===== src/rtl/rrpa_pkg.sv =====
`default_nettype none
// ----------------------------------------------------------------------------
// rrpa_pkg
// Shared types and constants of the round-robin port arbiter.
// ----------------------------------------------------------------------------
package rrpa_pkg;

    localparam int MAX_PORTS_DEF = 16;

    localparam int CMD_W        = 2;
    localparam int PORT_W       = 8;
    localparam int SLICE_W      = 4;
    localparam int PPS_W        = 5;
    localparam int PRIO_W       = 2;
    localparam int CFG_IDX_W    = 1;
    localparam int CFG_DATA_W   = 5;
    localparam int PPS_RESET    = 16;

    localparam logic [PRIO_W-1:0] GRANT_PRIO = 2'd3;

    localparam logic [CFG_IDX_W-1:0] CFG_SLICE_INDEX     = 1'd0;
    localparam logic [CFG_IDX_W-1:0] CFG_PORTS_PER_SLICE = 1'd1;

    typedef enum logic [CMD_W-1:0] {
        CMD_RAISE    = 2'd0,
        CMD_CLEAR    = 2'd1,
        CMD_ARB      = 2'd2,
        CMD_CONFLICT = 2'd3
    } t_cmd;

    typedef enum logic {
        S_IDLE = 1'b0,
        S_EXEC = 1'b1
    } t_state;

    typedef struct packed {
        logic in_ready;
        logic load;
        logic execute;
    } t_ctrl;

    typedef struct packed {
        logic out_free;
    } t_stat;

endpackage
`default_nettype wire


===== src/rtl/rrpa_cmd_if.sv =====
`default_nettype none
// ----------------------------------------------------------------------------
// rrpa_cmd_if
// Command channel: one arbiter command per transaction.
// ----------------------------------------------------------------------------
interface rrpa_cmd_if;
    logic                         valid;
    logic                         ready;
    logic [rrpa_pkg::CMD_W-1:0]   command;
    logic [rrpa_pkg::PORT_W-1:0]  port;
    logic                         conflict_value;

    modport source (output valid, output command, output port, output conflict_value,
                    input ready);
    modport sink   (input valid, input command, input port, input conflict_value,
                    output ready);
endinterface
`default_nettype wire


===== src/rtl/rrpa_res_if.sv =====
`default_nettype none
// ----------------------------------------------------------------------------
// rrpa_res_if
// Result channel: one result per command transaction.
// ----------------------------------------------------------------------------
interface rrpa_res_if;
    logic                          valid;
    logic                          ready;
    logic                          found;
    logic [rrpa_pkg::PORT_W-1:0]   granted_port;
    logic [rrpa_pkg::PRIO_W-1:0]   grant_priority;
    logic [rrpa_pkg::SLICE_W-1:0]  grant_slice;
    logic                          notify;
    logic                          conflict_flag;

    modport source (output valid, output found, output granted_port, output grant_priority,
                    output grant_slice, output notify, output conflict_flag, input ready);
    modport sink   (input valid, input found, input granted_port, input grant_priority,
                    input grant_slice, input notify, input conflict_flag, output ready);
endinterface
`default_nettype wire


===== src/rtl/rrpa_cfg_if.sv =====
`default_nettype none
// ----------------------------------------------------------------------------
// rrpa_cfg_if
// Configuration write channel: register index and write data.
// ----------------------------------------------------------------------------
interface rrpa_cfg_if;
    logic                             valid;
    logic                             ready;
    logic [rrpa_pkg::CFG_IDX_W-1:0]   index;
    logic [rrpa_pkg::CFG_DATA_W-1:0]  data;

    modport source (output valid, output index, output data, input ready);
    modport sink   (input valid, input index, input data, output ready);
endinterface
`default_nettype wire


===== src/rtl/rrpa_ctrl.sv =====
`default_nettype none
// ----------------------------------------------------------------------------
// rrpa_ctrl
// Controller: captures a command, then executes it once the result
// register is free.
// ----------------------------------------------------------------------------
module rrpa_ctrl (
    input  wire logic            i_clk,
    input  wire logic            i_rst_n,
    input  wire logic            i_cmd_valid,
    input  wire rrpa_pkg::t_stat i_stat,
    output rrpa_pkg::t_ctrl      o_ctrl
);

    rrpa_pkg::t_state r_state;
    rrpa_pkg::t_state n_state;

    always_ff @(posedge i_clk) begin
        if (!i_rst_n) begin
            r_state <= rrpa_pkg::S_IDLE;
        end else begin
            r_state <= n_state;
        end
    end

    always_comb begin
        n_state = r_state;
        unique case (r_state)
            rrpa_pkg::S_IDLE: begin
                if (i_cmd_valid) begin
                    n_state = rrpa_pkg::S_EXEC;
                end
            end
            rrpa_pkg::S_EXEC: begin
                if (i_stat.out_free) begin
                    n_state = rrpa_pkg::S_IDLE;
                end
            end
        endcase
    end

    always_comb begin
        o_ctrl = '0;
        unique case (r_state)
            rrpa_pkg::S_IDLE: begin
                o_ctrl.in_ready = 1'b1;
                o_ctrl.load     = i_cmd_valid;
            end
            rrpa_pkg::S_EXEC: begin
                o_ctrl.execute  = i_stat.out_free;
            end
        endcase
    end

    a_exec_only_when_free: assert property (@(posedge i_clk) disable iff (!i_rst_n)
        o_ctrl.execute |-> i_stat.out_free)
        else $error("execute issued while result register busy");
    a_load_leads_exec: assert property (@(posedge i_clk) disable iff (!i_rst_n)
        o_ctrl.load |=> !o_ctrl.in_ready)
        else $error("new command accepted before previous one executed");
    a_no_load_and_exec: assert property (@(posedge i_clk) disable iff (!i_rst_n)
        !(o_ctrl.load && o_ctrl.execute))
        else $error("load and execute in same cycle");

endmodule
`default_nettype wire


===== src/rtl/rrpa_datapath.sv =====
`default_nettype none
// ----------------------------------------------------------------------------
// rrpa_datapath
// Request flags, grant pointer, conflict flag, configuration registers,
// rotate-and-priority-encode grant logic and the result register.
// ----------------------------------------------------------------------------
module rrpa_datapath #(
    parameter int MAX_PORTS = rrpa_pkg::MAX_PORTS_DEF
) (
    input  wire logic                                i_clk,
    input  wire logic                                i_rst_n,
    input  wire rrpa_pkg::t_ctrl                     i_ctrl,
    output rrpa_pkg::t_stat                          o_stat,
    input  wire logic [rrpa_pkg::CMD_W-1:0]          i_command,
    input  wire logic [rrpa_pkg::PORT_W-1:0]         i_port,
    input  wire logic                                i_conflict_value,
    input  wire logic                                i_cfg_valid,
    input  wire logic [rrpa_pkg::CFG_IDX_W-1:0]      i_cfg_index,
    input  wire logic [rrpa_pkg::CFG_DATA_W-1:0]     i_cfg_data,
    input  wire logic                                i_out_ready,
    output logic                                     o_out_valid,
    output logic                                     o_found,
    output logic [rrpa_pkg::PORT_W-1:0]              o_granted_port,
    output logic [rrpa_pkg::PRIO_W-1:0]              o_grant_priority,
    output logic [rrpa_pkg::SLICE_W-1:0]             o_grant_slice,
    output logic                                     o_notify,
    output logic                                     o_conflict_flag
);

    localparam int LW       = $clog2(MAX_PORTS);
    localparam int NW       = $clog2(MAX_PORTS + 1);
    localparam int BW       = rrpa_pkg::SLICE_W + NW;
    localparam int XW       = ((BW > rrpa_pkg::PORT_W) ? BW : rrpa_pkg::PORT_W) + 1;
    localparam int LAST_RST = ((MAX_PORTS < rrpa_pkg::PPS_RESET) ? MAX_PORTS
                                                                  : rrpa_pkg::PPS_RESET) - 1;

    // configuration
    logic [rrpa_pkg::SLICE_W-1:0] r_slice;
    logic [rrpa_pkg::PPS_W-1:0]   r_pps;

    // captured command
    rrpa_pkg::t_cmd               r_cmd;
    logic [rrpa_pkg::PORT_W-1:0]  r_port;
    logic                         r_cval;

    // arbiter state
    logic [MAX_PORTS-1:0]         r_req;
    logic [LW-1:0]                r_last;
    logic                         r_conflict;

    // result register
    logic                         r_out_valid;
    logic                         r_found;
    logic [rrpa_pkg::PORT_W-1:0]  r_gport;
    logic [rrpa_pkg::PRIO_W-1:0]  r_prio;
    logic [rrpa_pkg::SLICE_W-1:0] r_gslice;
    logic                         r_notify;

    logic [NW-1:0]                n_use;
    logic [BW-1:0]                base;
    logic [XW-1:0]                offset;
    logic                         in_slice;
    logic [LW-1:0]                local_idx;
    logic [MAX_PORTS-1:0]         live;
    logic                         any_pending;
    logic [LW:0]                  next_ptr;
    logic [LW-1:0]                start;
    logic                         hi_hit;
    logic                         lo_hit;
    logic [LW-1:0]                hi_idx;
    logic [LW-1:0]                lo_idx;
    logic                         grant_hit;
    logic [LW-1:0]                grant_idx;

    logic [MAX_PORTS-1:0]         n_req;
    logic [LW-1:0]                n_last;
    logic                         n_conflict;
    logic                         n_found;
    logic [rrpa_pkg::PORT_W-1:0]  n_gport;
    logic [rrpa_pkg::PRIO_W-1:0]  n_prio;
    logic [rrpa_pkg::SLICE_W-1:0] n_gslice;
    logic                         n_notify;

    always_ff @(posedge i_clk) begin
        if (!i_rst_n) begin
            r_slice <= '0;
            r_pps   <= rrpa_pkg::PPS_W'(rrpa_pkg::PPS_RESET);
        end else if (i_cfg_valid) begin
            if (i_cfg_index == rrpa_pkg::CFG_SLICE_INDEX) begin
                r_slice <= i_cfg_data[rrpa_pkg::SLICE_W-1:0];
            end else if (i_cfg_index == rrpa_pkg::CFG_PORTS_PER_SLICE) begin
                r_pps   <= i_cfg_data[rrpa_pkg::PPS_W-1:0];
            end
        end
    end

    always_ff @(posedge i_clk) begin
        if (!i_rst_n) begin
            r_cmd  <= rrpa_pkg::CMD_RAISE;
            r_port <= '0;
            r_cval <= 1'b0;
        end else if (i_ctrl.load) begin
            r_cmd  <= rrpa_pkg::t_cmd'(i_command);
            r_port <= i_port;
            r_cval <= i_conflict_value;
        end
    end

    // ports in use, slice base and local index
    always_comb begin
        if (r_pps == '0) begin
            n_use = NW'(1);
        end else if (32'(r_pps) > MAX_PORTS) begin
            n_use = NW'(MAX_PORTS);
        end else begin
            n_use = NW'(r_pps);
        end
        base      = BW'(r_slice) * BW'(n_use);
        offset    = XW'(r_port) - XW'(base);
        in_slice  = (XW'(r_port) >= XW'(base)) && (offset < XW'(n_use));
        local_idx = offset[LW-1:0];
    end

    // rotate and priority encode
    always_comb begin
        for (int i = 0; i < MAX_PORTS; i++) begin
            live[i] = r_req[i] && (i < 32'(n_use));
        end
        any_pending = |live;
        next_ptr    = {1'b0, r_last} + (LW+1)'(1);
        start       = (32'(next_ptr) >= 32'(n_use)) ? '0 : next_ptr[LW-1:0];
        hi_hit = 1'b0;
        lo_hit = 1'b0;
        hi_idx = '0;
        lo_idx = '0;
        for (int i = MAX_PORTS - 1; i >= 0; i--) begin
            if (live[i] && (i >= 32'(start))) begin
                hi_hit = 1'b1;
                hi_idx = LW'(i);
            end
            if (live[i]) begin
                lo_hit = 1'b1;
                lo_idx = LW'(i);
            end
        end
        grant_hit = hi_hit || lo_hit;
        grant_idx = hi_hit ? hi_idx : lo_idx;
    end

    always_comb begin
        n_req      = r_req;
        n_last     = r_last;
        n_conflict = r_conflict;
        n_found    = 1'b0;
        n_gport    = '0;
        n_prio     = '0;
        n_gslice   = '0;
        n_notify   = 1'b0;
        unique case (r_cmd)
            rrpa_pkg::CMD_RAISE: begin
                if (in_slice) begin
                    n_notify         = !any_pending;
                    n_req[local_idx] = 1'b1;
                end
            end
            rrpa_pkg::CMD_CLEAR: begin
                if (in_slice) begin
                    n_req[local_idx] = 1'b0;
                end
            end
            rrpa_pkg::CMD_ARB: begin
                if (!r_conflict && grant_hit) begin
                    n_last   = grant_idx;
                    n_found  = 1'b1;
                    n_gport  = rrpa_pkg::PORT_W'(XW'(base) + XW'(grant_idx));
                    n_prio   = rrpa_pkg::GRANT_PRIO;
                    n_gslice = r_slice;
                end
            end
            rrpa_pkg::CMD_CONFLICT: begin
                n_conflict = r_cval;
            end
        endcase
    end

    always_ff @(posedge i_clk) begin
        if (!i_rst_n) begin
            r_req      <= '0;
            r_last     <= LW'(LAST_RST);
            r_conflict <= 1'b0;
        end else if (i_ctrl.execute) begin
            r_req      <= n_req;
            r_last     <= n_last;
            r_conflict <= n_conflict;
        end
    end

    always_ff @(posedge i_clk) begin
        if (!i_rst_n) begin
            r_out_valid <= 1'b0;
        end else if (i_ctrl.execute) begin
            r_out_valid <= 1'b1;
        end else if (i_out_ready) begin
            r_out_valid <= 1'b0;
        end
    end

    always_ff @(posedge i_clk) begin
        if (i_ctrl.execute) begin
            r_found  <= n_found;
            r_gport  <= n_gport;
            r_prio   <= n_prio;
            r_gslice <= n_gslice;
            r_notify <= n_notify;
        end
    end

    assign o_stat.out_free  = !r_out_valid || i_out_ready;
    assign o_out_valid      = r_out_valid;
    assign o_found          = r_found;
    assign o_granted_port   = r_gport;
    assign o_grant_priority = r_prio;
    assign o_grant_slice    = r_gslice;
    assign o_notify         = r_notify;
    assign o_conflict_flag  = r_conflict;

    a_ptr_follows_grant: assert property (@(posedge i_clk) disable iff (!i_rst_n)
        i_ctrl.execute && n_found |=> r_last == $past(grant_idx))
        else $error("pointer not moved to granted port");
    a_conflict_blocks: assert property (@(posedge i_clk) disable iff (!i_rst_n)
        i_ctrl.execute && r_conflict && (r_cmd == rrpa_pkg::CMD_ARB) |=> $stable(r_last))
        else $error("pointer moved while conflict held");
    a_notify_only_raise: assert property (@(posedge i_clk) disable iff (!i_rst_n)
        i_ctrl.execute && n_notify |-> (r_cmd == rrpa_pkg::CMD_RAISE) && in_slice)
        else $error("notify without an in-slice raise");
    a_grant_is_live: assert property (@(posedge i_clk) disable iff (!i_rst_n)
        i_ctrl.execute && n_found |-> live[grant_idx])
        else $error("grant to a port without a pending request");

endmodule
`default_nettype wire


===== src/rtl/round_robin_port_arbiter.sv =====
`default_nettype none
// ----------------------------------------------------------------------------
// round_robin_port_arbiter
// Round-robin arbiter over the ports of one buffer slice.
// ----------------------------------------------------------------------------
// Each command transaction yields exactly one result transaction. A command
// is captured into the command registers and is executed once the result
// register is free, when the result register is loaded. The block accepts
// the next command while the previous result waits on the output.
// Arbitrate grants the first requesting port after the last granted one,
// unless the conflict flag is held (rotate plus priority encoder over the
// request flags). Configuration writes are accepted in any cycle.
// ----------------------------------------------------------------------------
module round_robin_port_arbiter #(
    parameter int MAX_PORTS = rrpa_pkg::MAX_PORTS_DEF
) (
    input  wire logic  i_clk,
    input  wire logic  i_rst_n,
    rrpa_cmd_if.sink   i_cmd,
    rrpa_cfg_if.sink   i_cfg,
    rrpa_res_if.source o_res
);

    rrpa_pkg::t_ctrl ctrl;
    rrpa_pkg::t_stat stat;

    assign i_cmd.ready = ctrl.in_ready;
    assign i_cfg.ready = 1'b1;

    rrpa_ctrl u_ctrl (
        .i_clk       (i_clk),
        .i_rst_n     (i_rst_n),
        .i_cmd_valid (i_cmd.valid),
        .i_stat      (stat),
        .o_ctrl      (ctrl)
    );

    rrpa_datapath #(
        .MAX_PORTS (MAX_PORTS)
    ) u_datapath (
        .i_clk            (i_clk),
        .i_rst_n          (i_rst_n),
        .i_ctrl           (ctrl),
        .o_stat           (stat),
        .i_command        (i_cmd.command),
        .i_port           (i_cmd.port),
        .i_conflict_value (i_cmd.conflict_value),
        .i_cfg_valid      (i_cfg.valid),
        .i_cfg_index      (i_cfg.index),
        .i_cfg_data       (i_cfg.data),
        .i_out_ready      (o_res.ready),
        .o_out_valid      (o_res.valid),
        .o_found          (o_res.found),
        .o_granted_port   (o_res.granted_port),
        .o_grant_priority (o_res.grant_priority),
        .o_grant_slice    (o_res.grant_slice),
        .o_notify         (o_res.notify),
        .o_conflict_flag  (o_res.conflict_flag)
    );

endmodule
`default_nettype wire


===== src/flat_wrapper.sv =====
// flat-port wrapper written by rule: the top's interface ports become plain ports
module round_robin_port_arbiter_flat 
#(
    parameter int MAX_PORTS = rrpa_pkg::MAX_PORTS_DEF
)
  (i_clk, i_rst_n, i_cmd_valid, i_cmd_command, i_cmd_port, i_cmd_conflict_value, i_cmd_ready, i_cfg_valid, i_cfg_index, i_cfg_data, i_cfg_ready, o_res_valid, o_res_found, o_res_granted_port, o_res_grant_priority, o_res_grant_slice, o_res_notify, o_res_conflict_flag, o_res_ready);
  rrpa_cmd_if i_cmd_i ();
  rrpa_cfg_if i_cfg_i ();
  rrpa_res_if o_res_i ();
  input  wire logic i_clk;
  input  wire logic i_rst_n;
  input wire logic [$bits(i_cmd_i.valid)-1:0] i_cmd_valid;
  input wire logic [$bits(i_cmd_i.command)-1:0] i_cmd_command;
  input wire logic [$bits(i_cmd_i.port)-1:0] i_cmd_port;
  input wire logic [$bits(i_cmd_i.conflict_value)-1:0] i_cmd_conflict_value;
  output wire logic [$bits(i_cmd_i.ready)-1:0] i_cmd_ready;
  input wire logic [$bits(i_cfg_i.valid)-1:0] i_cfg_valid;
  input wire logic [$bits(i_cfg_i.index)-1:0] i_cfg_index;
  input wire logic [$bits(i_cfg_i.data)-1:0] i_cfg_data;
  output wire logic [$bits(i_cfg_i.ready)-1:0] i_cfg_ready;
  output wire logic [$bits(o_res_i.valid)-1:0] o_res_valid;
  output wire logic [$bits(o_res_i.found)-1:0] o_res_found;
  output wire logic [$bits(o_res_i.granted_port)-1:0] o_res_granted_port;
  output wire logic [$bits(o_res_i.grant_priority)-1:0] o_res_grant_priority;
  output wire logic [$bits(o_res_i.grant_slice)-1:0] o_res_grant_slice;
  output wire logic [$bits(o_res_i.notify)-1:0] o_res_notify;
  output wire logic [$bits(o_res_i.conflict_flag)-1:0] o_res_conflict_flag;
  input wire logic [$bits(o_res_i.ready)-1:0] o_res_ready;
  assign i_cmd_i.valid = i_cmd_valid;
  assign i_cmd_i.command = i_cmd_command;
  assign i_cmd_i.port = i_cmd_port;
  assign i_cmd_i.conflict_value = i_cmd_conflict_value;
  assign i_cmd_ready = i_cmd_i.ready;
  assign i_cfg_i.valid = i_cfg_valid;
  assign i_cfg_i.index = i_cfg_index;
  assign i_cfg_i.data = i_cfg_data;
  assign i_cfg_ready = i_cfg_i.ready;
  assign o_res_valid = o_res_i.valid;
  assign o_res_found = o_res_i.found;
  assign o_res_granted_port = o_res_i.granted_port;
  assign o_res_grant_priority = o_res_i.grant_priority;
  assign o_res_grant_slice = o_res_i.grant_slice;
  assign o_res_notify = o_res_i.notify;
  assign o_res_conflict_flag = o_res_i.conflict_flag;
  assign o_res_i.ready = o_res_ready;
  round_robin_port_arbiter #(.MAX_PORTS(MAX_PORTS)) u_core (.i_clk(i_clk), .i_rst_n(i_rst_n), .i_cmd(i_cmd_i), .i_cfg(i_cfg_i), .o_res(o_res_i));
endmodule

===== config.mk =====
export PLATFORM = sky130hd
export DESIGN_NAME = round_robin_port_arbiter_flat
export DESIGN_NICKNAME = d
export VERILOG_FILES = /design/src/rtl/rrpa_pkg.sv /design/src/rtl/rrpa_cmd_if.sv /design/src/rtl/rrpa_res_if.sv /design/src/rtl/rrpa_cfg_if.sv /design/src/rtl/rrpa_ctrl.sv /design/src/rtl/rrpa_datapath.sv /design/src/rtl/round_robin_port_arbiter.sv /design/src/flat_wrapper.sv
export SDC_FILE = /design/constraint.sdc
export NUM_CORES = 1
export LEC_CHECK = 0
export ABC_AREA = 0
export BUFFER_PORTS_ARGS = -buffer_cell sky130_fd_sc_hd__buf_4
export CAP_MARGIN = 0
export CORE_MARGIN = 2
export CORE_UTILIZATION = 61
export DETAILED_ROUTE_END_ITERATION = 10
export PLACE_DENSITY = 0.83
export SETUP_SLACK_MARGIN = 0.05
export SLEW_MARGIN = 20
export SYNTH_ARGS = -nofsm -noshare
export SYNTH_HDL_FRONTEND = slang
export SYNTH_SLANG_ARGS = --single-unit

===== constraint.sdc =====
create_clock -name i_clk -period 6.8 [get_ports i_clk]
set_input_delay 0.68 -clock i_clk [delete_from_list [all_inputs] [get_ports i_clk]]
set_output_delay 0.68 -clock i_clk [all_outputs]
set_load 0.02 [all_outputs]

==> results.md, run 1 <==
- Status: finished clean
- Synth Flop Type: dfxtp_1
- Final TNS setup: 0 ns
- Synth-to-Final Area Change: 11.3%
- Clk_lat worst skew: 0.36 ns
- Via/cell ratio: slightly above 6
- Int Pwr: between 0.0006 and 0.0007 W
- Peak Freq: 163 MHz
- Routed Wire Length: about 13000 µm
- Yosys warns: 0
- Met2 WL: 5790 µm
- Antenna violations before repair: 1
- Crit-path leading delay family: adder cells
- Inst Count DP: 709
- Fraction of registers with async set/reset: 0%
- Synth Instances: 593
- Slew margin rel.: 31.5%
- Vias in the first global route: 4304
- Ant. Diodes: 0
- Initial DRC count: 390
- Minimum period implied by the final worst setup slack: 6.14 ns
- Worst path slowest cell: nor4_4
- Comb pwr share: 17.4%
- Switch share: 29.4%
- Die area: 0.00856 mm²
- Clock tree buffer depth: 2
- Post-CTS setup buffer count: 0
- Leak: 2.37 nW
- Critical path class: reg2reg
- CP Capture Type: register
- First drt pass iteration count: 5
- Filler Cell Count: 620
- CTS tree: yes
- Worst Path Arrival: 6.32 ns
- Total GRT Usage: 31.0%
- Hold crit path type: reg2reg
- Setup ws final: 0.664 ns
- Final setup violation count: 0
- Global-route wire length before repair: between 20000 and 25000 µm
- P_sw: around 0.00028 W
- Die X: ~90 µm
- Layout Nets: 683
- Area after DPL: between 0.005 and 0.006 mm²
- Most used cell, CP: fa_1
- Post-CTS Hold Buffers: 0
- Post-Layout Cell Count: 725
- Setup crit start kind: register
- Max Cap Viol: 0
- GRT Residual Overflow: 0
- Count of buffers from port buffering: 40
- WP data required: 6.99 ns
- Synthesis-stage register bit count: 57
- Met1 WL: 5350 µm
- Syn avg cell area: 8.06 µm²
- IO Pins: 42
- Drt wl/cell: 17.3 µm
- Clock-pin slew on the worst setup and hold paths: about 0.07 ns
- Syn Std Cell Area: around 0.0048 mm²
- Final Hold Viols: 0
- CP Cell Sequence: nor3_1, o21a_1, nand2_1, fa_1, fa_1, fa_1, xor2_1, ha_1, a21boi_0, nor2_1, ha_1, a21oi_1, o2111ai_1, a2111oi_0, nand4_1, nor4_4, nand4_1, mux2i_1
- Core area: around 0.0076 mm²
- Total power: about 0.00095 W
- CP max stage delay: 0.63 ns
- Pin count of the biggest net entering global routing: 26
- CP Buf/Inv Count: 0
- Syn nets: 658
- Crit Path Max Fanout: 17
- Post-synth EDFFs: 14
- Die height: 92.5 µm
- Site row count: 32
- Worst Tran Pin Value: approximately 1 ns
- Clock network power share: a little over two fifths
- Clock Skew: 0.0129 ns
- DR vias: roughly 4500
- PwrDens: 178 mW/mm²
- Period utilization: between 90% and 100%
- Routability Congestion: around 1.0
- CTS Buf Count: 9
- Length of routed met3 wiring: between 1000 and 1500 µm
- Max VDD drop: 0.180 mV
- Clk sink count: 57
- Final Cell Area: 0.00532 mm²
- Sequential power share: 39.5%
- Post-DP HPWL: 9530 µm
- Post_cts resized: 0
- Worst slack at placement: 0.831 ns
- Top routing layer in use: met5
- Root buf cell: clkbuf_8
- Sequential area share after synthesis: a little over a quarter
- H-tree levels: 3
- DRC viols: 0
- Unrepaired setup endpoints after global routing: no
- Initial Utilization: 62.5%
- Share of layout cells above drive strength 1: 12.4%
- Post-synth cell types: 78
- Final slew viol count: 0
- ANT nets after route: 0
[tightest hold or removal path, delay by kind of cell (launching register included)]
kind	cells	cell delay (ns)
flops	1	0.31
simple gates	1	0.05
mux	1	0.05
[power groups by stage]
stage / clock network [W] / registers [W] / logic (W)
global placement: 0 / 0.000381 / 0.000157
floorplan: 0 / 0.000382 / 0.000114
detailed placement: 0 / 0.000382 / 0.000161
finish: 0.000408 / 0.000374 / 0.000165
CTS: 0.000410 / 0.000374 / 0.000162
global route: 0.000423 / 0.000376 / 0.000181
[cells in the mapped netlist (all sizes together) (5+ instances only)]
cell | n | area [µm²]
a211oi | 6 | 45.0
a21o | 9 | 67.6
a21oi | 37 | 193
a31oi | 5 | 31.3
and2 | 21 | 131
and3 | 5 | 36.3
buf | 14 | 98.8
clkbuf | 14 | 53.8
dfxtp | 43 | 861
edfxtp | 14 | 420
fa | 8 | 160
ha | 35 | 438
inv | 39 | 146
mux2i | 24 | 240
nand2 | 84 | 315
nand2b | 9 | 56.3
nand3 | 25 | 138
nand4 | 10 | 62.6
nor2 | 41 | 161
nor2b | 13 | 81.3
nor3 | 12 | 60.1
nor3b | 6 | 45.0
o21a | 9 | 67.6
o21ai | 29 | 145
xnor2 | 11 | 96.3
xor2 | 5 | 43.8
[metrics by stage]
step           hold slack [ns]  util, %
3_3_place_gp             0.446     66.3
2_1_floorplan            0.436        -
5_1_grt                  0.495     69.6
3_5_place_dp             0.454     66.3
4_1_cts                  0.465     69.6
6_report                 0.466     69.6
[worst paths after layout]
path	start	endpoint	slack, ns	depth (start not counted)
min reg2reg	register	register	0.47	2
max	u_core.u_datapath.r_pps[1]	register	0.66	18
max reg2reg	u_core.u_datapath.r_pps[1]	register	0.66	18
min	register	register	0.47	2
[logic make-up after synthesis]
family	count (synthesis)	synth area share, %
adders and majority gates	43	12.5
and+or+nand+nor	243	25.8
buffers and inverters	68	6.33
AOI/OAI and AO/OA	141	20.6
other	1	0.0784
xor gates and xnor gates	16	2.93
DFF	57	26.8
muxes	24	5.02
[cell type report]
class	count	area (µm²)	share of cell area, %
repair buffers	42	315	5.93
flip-flops and latches	57	1280	24.1
clock inverters	7	125	2.35
inverters	40	150	2.82
clock buffers	9	124	2.33
multi-input cells	468	3200	60.1
well taps	102	128	2.40
[layer usage]
layer  global-route usage (%)  vias to the layer above
li1                         -                     2161
met1                     41.5                     2086
met2                     50.5                      225
met3                     4.56                       34
met4                     12.3                        2
met5                        0                        -
[cell usage in the layout (no fill, tap or decap), types with 4 or more instances in the layout]
master,n
a211oi_1,6
a21o_1,9
a21oi_1,35
a31oi_1,5
and2_1,21
and3_1,4
buf_4,42
clkbuf_8,9
dfxtp_1,43
edfxtp_1,14
fa_1,8
ha_1,35
inv_1,39
mux2i_1,24
nand2_1,84
nand2b_1,9
nand3_1,24
nand4_1,10
nor2_1,40
nor2b_1,13
nor3_1,12
nor3b_1,6
o21a_1,9
o21ai_0,20
o21ai_1,9
o21bai_1,4
xnor2_1,11
xor2_1,5
Note: power is estimated with default switching activity, not from simulation.
==> inputs of run 2 (changes only) <==
--- a/config.mk
+++ b/config.mk
@@ -9,9 +9,9 @@
 export BUFFER_PORTS_ARGS = -buffer_cell sky130_fd_sc_hd__buf_4
 export CAP_MARGIN = 0
 export CORE_MARGIN = 2
-export CORE_UTILIZATION = 61
+export CORE_UTILIZATION = 55
 export DETAILED_ROUTE_END_ITERATION = 10
-export PLACE_DENSITY = 0.83
+export PLACE_DENSITY = 0.76
 export SETUP_SLACK_MARGIN = 0.05
 export SLEW_MARGIN = 20
 export SYNTH_ARGS = -nofsm -noshare
==> run 2 against run 1 <==
  * First-iteration DRC count increased by 18%
  * Clock skew increased by 0.0014 ns
  * Sequential power about the same
  * Core utilization decreased by 8.1 points
  * Setup slack improved by 0.19 ns
==> results.md, run 2 (synthesis results as in run 1) <==
- Total GRT Usage: 27.7% (-3.3 points)
- Period utilization: 87.4% (-2.8 points)
- Post-CTS Hold Buffers: 0 (unchanged)
- Worst path slowest cell: dfxtp_1
- Site row count: 34 (+6.3%)
- Setup crit start kind: register
- Total power: 0.000856 W (-9.7%)
- Initial Utilization: 55.6% (-6.9 points)
- GRT Residual Overflow: 0 (unchanged)
- Pin count of the biggest net entering global routing: 28 (+7.7%)
- Routability Congestion: 0.960 (-4.5%)
- Die X: 97.2 µm (+5.1%)
- Final Hold Viols: 0 (unchanged)
- Hold crit path type: reg2reg
- Layout Nets: 684 (+0.15%)
- Antenna violations before repair: 0 (-1)
- WP data required: 6.98 ns (about the same)
- CP startpoint: u_core.u_datapath.r_pps[2]
- Leak: 2.34 nW (-1.2%)
- Clock Skew: 0.0142 ns (+0.00137 ns)
- Post-CTS setup buffer count: 0 (unchanged)
- Unrepaired setup endpoints after global routing: no
- Clock tree buffer depth: 2 (unchanged)
- Final slew viol count: 0 (unchanged)
- Post_cts resized: 0 (unchanged)
- Synth-to-Final Area Change: 10.5%
- CP Capture Type: register
- Routed Wire Length: 12700 µm (+1.5%)
- DR vias: 4524 (+0.35%)
- Worst Path Arrival: 6.13 ns (-0.19 ns)
- Most common cell after layout, fill and taps aside: nand2_1
- H-tree levels: 3 (unchanged)
- Share of layout cells above drive strength 1: 12.7% (+0.30 points)
- Max VDD drop: 0.152 mV (-16%)
- Root buf cell: clkbuf_8
- DRC viols: 0 (unchanged)
- PwrDens: 162 mW/mm² (-9.1%)
- CTS tree: yes
- Via/cell ratio: 6.18 (-0.60%)
- Crit Path Max Fanout: 17 (unchanged)
- Die area: 0.00946 mm² (+10%)
- Hold slack: 0.459 ns (-0.00688 ns)
- Global-route wire length before repair: 21300 µm (+1.8%)
- Commonest non-fill, non-tap cells in the layout: nand2_1 (84), dfxtp_1 (43), buf_4 (43)
- Status: finished clean
- Worst reg2reg path depth: 17 (-1)
- CTS Buf Count: 9 (unchanged)
- FF-to-FF setup slack: 0.85 ns (+0.19 ns)
- Clk_lat worst skew: 0.34 ns (-0.02 ns)
- First drt pass iteration count: 7 (+2)
- Initial DRC count: 460 (+18%)
- Critical path class: reg2reg
- Drt wl/cell: 17.4 µm (+0.56%)
- Count of buffers from port buffering: 40 (unchanged)
- ANT nets after route: 0 (unchanged)
- Ant. Diodes: 0 (unchanged)
- Clk sink count: 57 (unchanged)
- Most used cell, CP: fa_1
- CP Cell Sequence: nor2b_1, nand2_1, fa_1, fa_1, fa_1, xor2_1, ha_1, a21boi_0, nor2_1, ha_1, a21oi_1, o2111ai_1, a2111oi_0, nand4_1, nor4_4, nand4_1, mux2i_1
- Final setup violation count: 0 (unchanged)
- CP max stage delay: 0.67 ns (+0.04 ns)
- Clock-pin slew on the worst setup and hold paths: 0.08 ns (about the same)
- Post-DP HPWL: 9790 µm (+2.7%)
- Max Cap Viol: 0 (unchanged)
- IO Pins: 42 (unchanged)
- Minimum period implied by the final worst setup slack: 5.95 ns (-0.191 ns)
- Slew margin rel.: 42.6% (+11 points)
- Core area: 0.00859 mm² (+12%)
- Reg-to-reg startpoint: u_core.u_datapath.r_pps[2]
- Final TNS setup: 0 ns (unchanged)
- Die height: 97.2 µm (+5.1%)
- Worst Tran Pin Value: 0.860 ns (-0.161 ns)
- Peak Freq: 168 MHz (+3.2%)
- Vias in the first global route: 4280 (-0.56%)
## run 2: worst min-delay path by stage
stage / start / endpoint / slack (ns) / cells past startpoint
3_3_place_gp: u_core.u_datapath.r_cval / u_core.u_datapath.r_cval / 0.45 / 2
6_report: u_core.u_datapath.r_port[0] / u_core.u_datapath.r_port[0] / 0.46 / 2
3_5_place_dp: u_core.u_datapath.r_port[0] / u_core.u_datapath.r_port[0] / 0.45 / 2
2_1_floorplan: u_core.u_datapath.r_cval / u_core.u_datapath.r_cval / 0.44 / 2
5_1_grt: u_core.u_datapath.r_port[7] / u_core.u_datapath.r_port[7] / 0.49 / 2
4_1_cts: u_core.u_datapath.r_port[0] / u_core.u_datapath.r_port[0] / 0.46 / 2
## run 2: where the power goes
group	leakage [nW]	total (W)	switching [W]	internal (W)
combinational	1.77	0.000166	0.000104	0.0000622
sequential	0.481	0.000373	0.0000128	0.000360
clock	0.0912	0.000317	0.000148	0.000168
## run 2: area by class of cell
class | instances | area (µm²)
clock buffers | 9 | 124
clock inverters | 7 | 71.3
fillers | 789 | 3310
inverters | 40 | 150
multi-input cells | 468 | 3200
flip-flops and latches | 57 | 1280
well taps | 108 | 135
repair buffers | 43 | 323
## run 2: stage by stage
step	cell area, µm²	instances	worst slack, ns	utilization (%)
5_1_grt	5290	732	0.322	61.5
2_1_floorplan	4780	593	1.30	-
6_report	5290	732	0.855	61.5
4_1_cts	5280	732	0.900	61.5
3_5_place_dp	5090	716	0.951	59.2
3_3_place_gp	5090	716	1.09	59.2
## run 2: layer usage
| metal | up-vias | track usage [%] | wire, µm |
|---|---|---|---|
| li1 | 2165 | - | - |
| met1 | 2154 | 37.2 | 5680 |
| met2 | 179 | 44.2 | 5870 |
| met3 | 26 | 6.12 | 827 |
| met4 | 0 | 9.94 | 330 |
| met5 | - | 0 | 0 |
## run 2: critical path, delay by kind of cell (launching register included)
family          cells  cell delay (ns)
fa+ha+maj           5             2.03
simple gates        6             1.65
compound gates      4             0.89
flops               1             0.67
xor+xnor            1             0.40
mux                 1             0.16
==> inputs of run 3 (changes only) <==
--- a/config.mk
+++ b/config.mk
@@ -7,11 +7,12 @@
 export LEC_CHECK = 0
 export ABC_AREA = 0
 export BUFFER_PORTS_ARGS = -buffer_cell sky130_fd_sc_hd__buf_4
-export CAP_MARGIN = 0
+export CAP_MARGIN = 30
 export CORE_MARGIN = 2
 export CORE_UTILIZATION = 55
+export CTS_CLUSTER_DIAMETER = 120
 export DETAILED_ROUTE_END_ITERATION = 10
-export PLACE_DENSITY = 0.76
+export PLACE_DENSITY_LB_ADDON = 0.08
 export SETUP_SLACK_MARGIN = 0.05
 export SLEW_MARGIN = 20
 export SYNTH_ARGS = -nofsm -noshare
==> run 3 against run 2 <==
  * Non-clock buffer count stayed put
  * Clock skew is 0.0038 ns lower
  * Global-route usage is 0.45 points lower
  * Total power is 0.14% higher
  * First-iteration DRC count is 34% lower
  * Maximum frequency is 1.7% lower
  * Combinational power is 2% higher
  * Largest cell class unchanged
==> results.md, run 3 (synthesis results as in run 1) <==
- Peak Freq: 165 MHz (-1.7%)
- Clock tree buffer depth: 2 (unchanged)
- First drt pass iteration count: 5 (-2)
- Worst slack at placement: 0.640 ns (-0.312 ns)
- Critical path class: reg2reg
- Total GRT Usage: 27.3% (-0.45 points)
- Layout Nets: 684 (unchanged)
- Routed Wire Length: 12700 µm (-0.22%)
- PwrDens: 162 mW/mm² (about the same)
- Post_cts resized: 0 (unchanged)
- IO Pins: 42 (unchanged)
- Worst Tran Pin Value: 0.844 ns (-0.0165 ns)
- Clk_lat worst skew: 0.35 ns (about the same)
- Leak: 2.35 nW (+0.46%)
- Slew margin rel.: 43.7% (+1.1 points)
- Unrepaired setup endpoints after global routing: no
- Routability Congestion: 0.946 (-1.5%)
- Clk sink count: 57 (unchanged)
- Filler Cell Count: 803 (+1.8%)
- Final Hold Viols: 0 (unchanged)
- Total power: 0.000857 W (+0.14%)
- Clock Skew: 0.0104 ns (-0.00383 ns)
- H-tree levels: 3 (unchanged)
- Die area: 0.00946 mm² (unchanged)
- CP Cell Sequence: inv_1, o21a_1, nand2_1, fa_1, fa_1, fa_1, xor2_1, ha_1, a21boi_0, nor2_1, ha_1, a21oi_1, o2111ai_1, a2111oi_0, nand4_1, nor4_4, buf_12, nand3_1, mux2i_1
- Final setup violation count: 0 (unchanged)
- Inst Count DP: 715 (-0.14%)
- Final slew viol count: 0 (unchanged)
- Initial DRC count: 303 (-34%)
- Period utilization: 89.0% (+1.5 points)
- Post-Layout Cell Count: 732 (unchanged)
- Layout Utilization: 61.6% (+0.12 points)
- CP Capture Type: register
- Worst Path Arrival: 6.24 ns (+0.11 ns)
- Drt wl/cell: 17.3 µm (-0.22%)
- Clock-pin slew on the worst setup and hold paths: 0.07 ns (about the same)
- Ant. Diodes: 0 (unchanged)
- CP Buf/Inv Count: 2 (+2)
- Die X: 97.2 µm (unchanged)
- Commonest non-fill, non-tap cells in the layout: nand2_1 (84), dfxtp_1 (43), buf_4 (42)
- Synth-to-Final Area Change: 10.8%
- ANT nets after route: 0 (unchanged)
- Most common cell after layout, fill and taps aside: nand2_1
- GRT Residual Overflow: 0 (unchanged)
- FF-to-FF setup slack: 0.75 ns (-0.10 ns)
- Final TNS setup: 0 ns (unchanged)
- DRC viols: 0 (unchanged)
- Post-DP HPWL: 9680 µm (-1.1%)
- Count of buffers from port buffering: 40 (unchanged)
- CTS Buf Count: 9 (unchanged)
- Via/cell ratio: 6.08 (-1.6%)
- Initial Utilization: 55.6% (unchanged)
- Global-route wire length before repair: 20900 µm (-1.8%)
- DR vias: 4453 (-1.6%)
- Antenna violations before repair: 0 (unchanged)
- Site row count: 34 (unchanged)
- CP max stage delay: 0.88 ns (+0.21 ns)
- Root buf cell: clkbuf_8
- Crit-path leading delay family: adder cells
- Die height: 97.2 µm (unchanged)
- Most used cell, CP: fa_1
- Max VDD drop: 0.130 mV (-14%)
- Minimum period implied by the final worst setup slack: 6.05 ns (+0.105 ns)
- Core area: 0.00859 mm² (unchanged)
- Setup ws final: 0.750 ns (-0.105 ns)
- Worst path slowest cell: dfxtp_1
- Pin count of the biggest net entering global routing: 29 (+3.6%)
- Max Cap Viol: 0 (unchanged)
- CTS tree: yes
- WP data required: 6.99 ns (about the same)
- Crit Path Max Fanout: 28 (+11)
- Status: finished clean
- Share of layout cells above drive strength 1: 12.5% (-0.16 points)
- Hold crit path type: reg2reg
- Setup crit start kind: register
- Vias in the first global route: 4136 (-3.4%)
run 3: cell count changes in the layout (fill, tap and decap cells not counted), sizes merged:
cell,before,now
clkinvlp,3,1
clkbuf,9,12
bufinv,1,0
run 3: metrics by stage:
stage	hold slack, ns	area, µm²
6_report	0.465	5300
4_1_cts	0.467	5270
5_1_grt	0.485	5300
3_3_place_gp	0.443	5080
2_1_floorplan	0.436	4780
3_5_place_dp	0.457	5080
run 3: final timing paths:
| kind | endpoint | cells past startpoint | from |
|---|---|---|---|
| worst max register to register | register | 19 | u_core.u_datapath.r_pps[4] |
| worst min-delay path | u_core.u_datapath.r_port[2] | 2 | u_core.u_datapath.r_port[2] |
| worst max-delay path | register | 19 | u_core.u_datapath.r_pps[4] |
| worst min register to register | u_core.u_datapath.r_port[2] | 2 | u_core.u_datapath.r_port[2] |
run 3: area by class of cell:
cell class / instances / area (µm²) / area share [%]
multi-input combinational: 468 / 3200 / 60.5
timing repair buffer: 43 / 335 / 6.33
tap: 108 / 135 / 2.55
inverter: 40 / 150 / 2.83
clock buffer: 12 / 166 / 3.14
sequential: 57 / 1280 / 24.2
clock inverter: 4 / 26.3 / 0.496
run 3: worst min-delay path: cells and delay by family (launching register included):
kind	cells	cell delay, ns
AOI/OAI and AO/OA	1	0.05
and+or+nand+nor	1	0.05
DFF	1	0.32
run 3: timing repair:
action / 4_1_cts / 5_1_grt
setup endpoints to repair: 0 / 4
hold buffers: 0 / 0
setup buffers: 0 / 1
run 3: routing by layer:
layer / share of wire (%) / vias up / global-route usage, %
met1: 46 / 2100 / 38.4
met5: 0 / - / 0
met4: 2.2 / 0 / 8.97
met2: 45 / 159 / 42.8
met3: 6.2 / 27 / 4.68
li1: - / 2167 / -
run 3: power breakdown:
part	internal (W)	total [W]	leakage, nW	switching, W
combinational	0.0000670	0.000170	1.77	0.000103
sequential	0.000361	0.000376	0.481	0.0000150
clock	0.000164	0.000311	0.0975	0.000148
